File: src/sv/ssc_pkg.sv
// Shared types and constants for the stack sequence checker.
`timescale 1ns / 1ps
package ssc_pkg;

   localparam int CAR_W       = 7;
   localparam int CAR_MAX     = 127;
   localparam int NEXT_W      = CAR_W + 1;
   localparam int VERDICT_W   = 2;
   localparam int MAX_CARS_DEF = 64;
   localparam int QUEUE_DEPTH = 2;

   localparam logic [VERDICT_W-1:0] VERDICT_RUNNING = 2'd0;
   localparam logic [VERDICT_W-1:0] VERDICT_ACCEPT  = 2'd1;
   localparam logic [VERDICT_W-1:0] VERDICT_REJECT  = 2'd2;

   typedef struct packed {
      logic [CAR_W-1:0] target_car;
      logic             first_item;
   } req_type;

   typedef struct packed {
      logic [VERDICT_W-1:0] verdict;
      logic                 sequence_done;
   } rsp_type;

   // Classified item handed from the front to the back.
   typedef struct packed {
      logic [CAR_W-1:0] target_car;
      logic             start;
      logic             done;
      logic             bad;
   } work_type;

endpackage

File: src/sv/ssc_back.sv
// Back part: runs the siding stack for each classified item and forms the verdict.
`timescale 1ns / 1ps
module ssc_back #(
   parameter int MAX_CARS = ssc_pkg::MAX_CARS_DEF
) (
   input  logic              clock,
   input  logic              reset,
   input  logic              work_empty,
   input  ssc_pkg::work_type work_data,
   output logic              work_pop,
   input  logic              rsp_full,
   output logic              rsp_push,
   output ssc_pkg::rsp_type  rsp_wdata
);
   import ssc_pkg::*;

   localparam int AW = (MAX_CARS > 1) ? $clog2(MAX_CARS) : 1;
   localparam int CW = $clog2(MAX_CARS + 1);

   typedef enum logic [1:0] {
      ST_FETCH,
      ST_PUSH,
      ST_REFILL
   } state_type;

   state_type         state_ff, state_in;
   logic [CW-1:0]     count_ff, count_in;
   logic [NEXT_W-1:0] next_ff, next_in;
   logic              rej_ff, rej_in;
   logic [CAR_W-1:0]  top_ff, top_in;
   logic [CAR_W-1:0]  target_ff, target_in;

   logic [CAR_W-1:0]  siding_mem [MAX_CARS];
   logic [CAR_W-1:0]  rd_data_ff;
   logic              mem_we, mem_re;
   logic [AW-1:0]     mem_raddr;

   logic [CW-1:0]     eff_count;
   logic [NEXT_W-1:0] eff_next;
   logic              eff_rej;
   logic [NEXT_W-1:0] tgt_wide;

   // Apply a sequence start before handling the item
   assign eff_count = work_data.start ? '0 : count_ff;
   assign eff_next  = work_data.start ? NEXT_W'(1) : next_ff;
   assign eff_rej   = work_data.start ? 1'b0 : rej_ff;
   assign tgt_wide  = {1'b0, work_data.target_car};
   assign mem_raddr = AW'(eff_count - CW'(2));

   always_comb begin
      state_in  = state_ff;
      count_in  = count_ff;
      next_in   = next_ff;
      rej_in    = rej_ff;
      top_in    = top_ff;
      target_in = target_ff;
      mem_we    = 1'b0;
      mem_re    = 1'b0;
      work_pop  = 1'b0;
      rsp_push  = 1'b0;
      unique case (state_ff)
         // Take one item, decide pop, park or reject, and post its result
         ST_FETCH: begin
            if (!work_empty && !rsp_full) begin
               work_pop = 1'b1;
               rsp_push = 1'b1;
               count_in = eff_count;
               next_in  = eff_next;
               rej_in   = eff_rej;
               if (!eff_rej) begin
                  if (work_data.bad) begin
                     rej_in = 1'b1;
                  end else if (eff_count != '0 && top_ff == work_data.target_car) begin
                     count_in = eff_count - 1'b1;
                     if (eff_count > CW'(1)) begin
                        mem_re   = 1'b1;
                        state_in = ST_REFILL;
                     end
                  end else if (tgt_wide >= eff_next) begin
                     if (eff_next < tgt_wide && eff_count < CW'(MAX_CARS)) begin
                        target_in = work_data.target_car;
                        state_in  = ST_PUSH;
                     end else begin
                        next_in = tgt_wide + 1'b1;
                     end
                  end else begin
                     rej_in = 1'b1;
                  end
               end
            end
         end
         // Park one car per cycle until the target is reached or the siding is full
         ST_PUSH: begin
            mem_we   = 1'b1;
            top_in   = next_ff[CAR_W-1:0];
            count_in = count_ff + 1'b1;
            next_in  = next_ff + 1'b1;
            if ((next_ff + 1'b1) >= {1'b0, target_ff} ||
                (count_ff + 1'b1) >= CW'(MAX_CARS)) begin
               next_in  = {1'b0, target_ff} + 1'b1;
               state_in = ST_FETCH;
            end
         end
         // Load the new top of the siding after a pop
         ST_REFILL: begin
            top_in   = rd_data_ff;
            state_in = ST_FETCH;
         end
         default: begin
            state_in = ST_FETCH;
         end
      endcase
   end

   always_comb begin
      rsp_wdata.sequence_done = work_data.done;
      if (rej_in) begin
         rsp_wdata.verdict = VERDICT_REJECT;
      end else if (work_data.done) begin
         rsp_wdata.verdict = VERDICT_ACCEPT;
      end else begin
         rsp_wdata.verdict = VERDICT_RUNNING;
      end
   end

   always_ff @(posedge clock) begin
      if (reset) begin
         state_ff <= ST_FETCH;
         count_ff <= '0;
         next_ff  <= NEXT_W'(1);
         rej_ff   <= 1'b0;
      end else begin
         state_ff <= state_in;
         count_ff <= count_in;
         next_ff  <= next_in;
         rej_ff   <= rej_in;
      end
      top_ff    <= top_in;
      target_ff <= target_in;
   end

   // Siding storage: one write port, one registered read port
   always_ff @(posedge clock) begin
      if (mem_we) begin
         siding_mem[count_ff[AW-1:0]] <= next_ff[CAR_W-1:0];
      end
      if (mem_re) begin
         rd_data_ff <= siding_mem[mem_raddr];
      end
   end

endmodule

File: config.mk
export PLATFORM = sky130hd
export DESIGN_NAME = ssc_back
export DESIGN_NICKNAME = d
export VERILOG_FILES = /design/src/sv/ssc_pkg.sv /design/src/sv/ssc_back.sv
export SDC_FILE = /design/constraint.sdc
export NUM_CORES = 1
export LEC_CHECK = 0
export ABC_AREA = 1
export BUFFER_PORTS_ARGS = -buffer_cell sky130_fd_sc_hd__buf_2
export CAP_MARGIN = 20
export CORE_MARGIN = 2
export CORE_UTILIZATION = 30
export DETAILED_ROUTE_END_ITERATION = 10
export PLACE_DENSITY = 0.52
export SYNTH_ARGS = -nofsm -noshare
export SYNTH_HDL_FRONTEND = slang
export SYNTH_SLANG_ARGS = --single-unit
File: constraint.sdc
create_clock -name clock -period 3.5 [get_ports clock]
set_clock_uncertainty 0.15 [all_clocks]
set_input_delay 0.7 -clock clock [delete_from_list [all_inputs] [get_ports clock]]
set_output_delay 0.7 -clock clock [all_outputs]
set_load 0.01 [all_outputs]
# ---- Word level (Yosys, flattened, before mapping)
# Memories as Yosys holds them, arrays and structs flattened. A register that Yosys moved wholly into a read port is not among the register bits.
# Index checks and enable logic that the tools add are counted.
dict set report totals {
  out_inout_bits 5
  ff_bits 32
  ram_bits 448
  mem_count 1
}
# name words word_bits rd rd_clocked_by_memory_dff wr line
set mem_list {}
lappend mem_list {siding_mem 64 7 1 1 1 ssc_back.sv:33} ;# logic [CAR_W-1:0] siding_mem [MAX_CARS];
dict set report op_classes {
  n_eq_ne 10
  bitwise 3
  order_cmp 6
  n_mux 45
  n_reduce_logical 13
  add_sub_neg 6
}
# operator n
set ops {}
lappend ops {{$mux 8} 8}
lappend ops {{$mux 7} 5}
lappend ops {{$pmux 7 s2} 2}
lappend ops {{$mux 1} 19}
lappend ops {{$mux 2} 9}
lappend ops {{$add 7x1->8 const B} 2}
lappend ops {{$pmux 8 s2} 1}
lappend ops {{$reduce_and 7->1} 2}
lappend ops {{$ne 3x3->1 const B} 3}
lappend ops {{$add 8x1->8 const B} 1}
lappend ops {{$ge 7x8->1} 1}
lappend ops {{$ge 8x7->1} 1}
lappend ops {{$lt 8x7->1} 1}
lappend ops {{$ne 2x2->1 const B} 4}
lappend ops {{$add 7x1->7 const B} 1}
lappend ops {{$eq 7x7->1} 1}
lappend ops {{$ge 7x7->1 const B} 1}
lappend ops {{$gt 7x1->1 const B} 1}
lappend ops {{$lt 7x7->1 const B} 1}
lappend ops {{$reduce_bool 7->1} 1}
lappend ops {{$sub 7x1->7 const B} 1}
lappend ops {{$sub 6x2->6 const B} 1}
lappend ops {{$pmux 2 s2} 1}
lappend ops {{$reduce_bool 2->1} 2}
lappend ops {{other kinds (8)} 13}

# ---- Depth between registers and ports, before layout
dict set report depth {
  depth_word 10
  depth_mapped 20
  ltp_nobuf 19
}

# ---- Worst setup path before layout
# Ideal clock, no wire load.
dict set report synth_path {
  path_kind {register to output}
  from {register next_ff[3]}
  to {output rsp_wdata[1] (netlist bit)}
  stages_incl_launch_ff 15
  setup_slack_ps 64
  arrival_ps 2586
  path_cell_list {dfxtp_1 -> inv_1 -> nor2_1 -> ha_1 -> nand2_1 -> inv_1 -> nand2_1 -> nand2_1 -> nand2_1 -> nand2_1 -> nand2_1 -> o211ai_1 -> o21ai_0 -> inv_1 -> nor2_1}
}
# element line
set synth_lines {}
lappend synth_lines {{start: declaration} ssc_back.sv:28} ;# logic [NEXT_W-1:0] next_ff, next_in;
lappend synth_lines {{start signal: assignment} ssc_back.sv:135} ;# next_ff <= next_in;
lappend synth_lines {{end: declaration} ssc_back.sv:13} ;# output ssc_pkg::rsp_type rsp_wdata

==> results by group <==
Route
  • Final ANT Viol Nets: 0
  • DR DRC count: 0
  • Via count: 14,260
  • DR vias/cell: 5.119
  • Drt wl/cell: 21.27 microns
  • Initial DRC count: 1,511
  • Post-Route WL: 59,250 microns
  • 1st-pass router iterations: 5

Job
  • Max-cap violation count: 0

Worst setup path
  • Setup Crit Path Kind: flip-flop to primary output
  • Worst path max stage delay: 0.32 ns
  • Reg2reg path depth: 16
  • Critical path's slowest cell: dfxtp_1
  • Critical Path End Type: primary output
  • Crit path required time: 2.65 ns
  • Worst EP arrival: 2.48 ns
  • Crit path launch type: flip-flop
  • Critical-path maximum fanout: 7
  • R2R setup slack: 0.51 ns
  • Reg2reg end: state_ff[1]$_SDFFE_PP0P_
  • Reg2reg start: next_ff[0]$_SDFFE_PP1P_
  • Crit path buf inv count: 7
  • Worst path cell trace: buf_6 -> clkinvlp_4 -> nor2_4 -> inv_2 -> ha_2 -> inv_1 -> nor2_1 -> nand2_1 -> nand3_4 -> inv_4 -> o211ai_1 -> o21ai_1 -> inv_1 -> nor2_1 -> buf_2
  • CP delay by family, top: buffers and inverters

Cells and area
  • Layout cells sized above 1: 11.59%
  • Antenna diode instance count: 0
  • Footprint of the multi-input gates: 5667 sq um
  • Final Cell Area: 24,130 sq um
  • Area Overhead vs Synth: 15.43%
  • Final-stage net count: 1,852
  • Fillers: 6,759
  • Register area: 14,460 sq um

STA
  • Final setup margin: 0.1706 ns
  • Worst slew pin tran: 0.8949 ns
  • Fin crit share: 95.13%
  • Fin. Hold Viols: 0
  • Setup violators final: 0
  • Setup TNS: 0 ns
  • Min Tclk post-route: 3.329 ns
  • Fmax: 300.4 MHz
  • Relative slew slack: 40.12%
  • Slew Viols, Final: 0
  • Fin Hold WS: 0.1349 ns

Logic synthesis
  • Asr flop ratio synth: 0%
  • Top cell type's share of synthesized area: 67.38%
  • Top FF cell, synth: edfxtp_1
  • Synthesized flop and latch total: 487
  • Adder-Cell Fraction of Synth Area: 1.496%
  • Area share of xor/xnor cells in the synthesized design: 0.9099%
  • Synth Area in Compound Gates: 12.74%
  • Syn nets: 1,807
  • Syn Area/Cell: 11.82 sq um
  • Post-synth EDFFs: 469
  • YS warnings: 0
  • Area contributors post-synth: edfxtp_1 67%, nor2_1 5.8%, o21ai_0 5.5%
  • Sequential share of the synthesized area: 69.10%
  • Synthesized area: 20,900 sq um
  • Distinct cells, synth: 36
  • Simple-gate share of the synthesized area: 11.82%
  • Post-Syn Instances: 1,768
  • Post-synthesis mux area share: 0%
  • Area leader, netlist: edfxtp_1
  • Combinational family with the most area after synthesis: compound AO/OA/AOI/OAI gates

Clocking
  • Skew-Pair Late Insertion Delay: 0.60 ns
  • CTS H-tree depth: 2
  • Max clock buf depth: 3
  • Clk root buf: clkbuf_16
  • Clk sink count: 487
  • TritonCTS clock tree: built
  • CTS buffer count: 52
  • Clock-pin slew on the worst setup and hold paths: 0.06 ns

Floorplan
  • Die height: 268.0 microns
  • Die area: 71,800 sq um
  • I/O pins: 19
  • Die Wd: 268.0 microns
  • Initial cell density of the core: 30.37%
  • Core ar.: 68,830 sq um
  • FP Rows: 96

GRT
  • Initial antenna violation count: 0
  • GR Util met1: 22.53%
  • Largest net degree at the start of global routing: 116
  • First-pass GRT wire length: 89,000 microns
  • M3 GR Usage: 2.621%
  • Gr ovfl total: 0
  • Met2 Usage GRT: 26.50%
  • Layer with the highest usage: met2
  • Vias in the first global route: 13,930
  • GRT Total Usage: 16.46%

Min path
  • Hold Crit Start: reset
  • Worst Hold Depth: 2
  • Hold Path End: rej_ff$_SDFF_PP0_
  • Worst min path class: input pin to flip-flop

Placement
  • Setup Slack @ Placement: 0.1342 ns
  • Placed instance area: 22,360 sq um
  • DP Wirelength: 34,540 microns
  • Port buffer count: 18
  • GP Congestion: 0.8640

Pwr
  • Lkg Pwr: 0.008050 uW
  • Power per cell area: 728.1 nW/um^2
  • Peak supply drop: 0.0004032 V

Run status
  • Status: finished, final reports clean
[power by group]
part           total (uW)  switching [uW]  leakage [uW]  internal (uW)
clock network        5440            2290      0.000826           3150
registers            7330             155       0.00444           7180
logic                4790            3540       0.00279           1260
total               17600            5980       0.00805          11600
[cell usage in the layout, fill, tap and decap left out, types with 8 or more instances in the layout]
cell	n
a21oi_1	23
clkinv_1	12
inv_2	10
buf_4	72
buf_12	8
nor4_1	8
nand2_1	123
nor2_1	320
clkbuf_1	11
o22ai_1	28
ha_1	23
o221ai_1	84
clkinv_2	12
nand3_1	109
dfxtp_1	10
inv_1	77
buf_2	17
o211ai_1	33
nand4_1	10
o21ai_1	40
edfxtp_1	469
nor3_1	9
o21ai_0	227
xor2_1	13
clkbuf_16	54
[flip-flops by register name (all words and copies together), names as in the netlist]
signal      count
siding_mem    448
next_ff         8
count_ff        7
rd_data_ff      7
target_ff       7
top_ff          7
state_ff        2
rej_ff          1
[synthesized netlist by cell type, types with 6 or more instances]
cell type / n
a21oi_1: 24
buf_2: 30
buf_4: 6
clkbuf_1: 66
dfxtp_1: 18
edfxtp_1: 469
ha_1: 25
inv_1: 80
inv_2: 9
nand2_1: 123
nand3_1: 109
nand4_1: 10
nor2_1: 322
nor3_1: 9
nor4_1: 8
o211ai_1: 33
o21ai_0: 228
o21ai_1: 39
o221ai_1: 84
o22ai_1: 28
xor2_1: 14
[worst max-delay path by stage]
stage	from	depth (start not counted)	slack, ns	endpoint
floorplan	next_ff[3]$_SDFFE_PP0P_	14	0.06	rsp_wdata[1]
global placement	work_data[2]	15	0.15	rsp_wdata[1]
detailed placement	work_data[2]	13	0.13	rsp_wdata[1]
CTS	count_ff[1]$_SDFFE_PP0P_	15	0.01	rsp_wdata[1]
global route	next_ff[6]$_SDFFE_PP0P_	13	-0.01	rsp_wdata[1]
finish	count_ff[1]$_SDFFE_PP0P_	15	0.17	rsp_wdata[1]
[through the flow]
step	util, %	total power, uW	cells
2_1_floorplan	-	10240	1768
3_3_place_gp	32.49	12160	2683
3_5_place_dp	32.49	12190	2683
4_1_cts	34.96	17660	2781
5_1_grt	35.06	18350	2786
6_report	35.06	17570	2786
[logic make-up (layout without fill, tap and decap cells)]
group | after synthesis | in the layout
adder cells (fa/ha/maj) | 25 | 25
flip-flops | 487 | 487
AO/OA/AOI/OAI | 443 | 443
XOR/XNOR | 20 | 20
buffers and inverters | 201 | 288
AND/OR/NAND/NOR | 592 | 592
[layout make-up]
class,instances,share of cell area [%]
Clock buffer,67,5.886
Clock inverter,29,1.058
Inverter,93,1.483
Multi-Input combinational cell,1080,23.49
Sequential cell,487,59.93
Tap cell,931,4.828
Timing Repair Buffer,99,3.334
[layer usage]
layer	vias to the layer above	share of wire (%)	routed length (microns)
met1	7091	45	26560
li1	6611	-	-
met3	105	5.7	3360
met4	0	3.0	1797
met2	455	46	27530
met5	-	0	0
[repair_timing]
item                       4_1_cts  5_1_grt
hold buffers                     0        0
pin swaps                        0        1
setup buffers                    2        5
setup endpoints to repair        1        2
resized for setup                3       12
No activity file was read; power rests on OpenSTA's default activity.
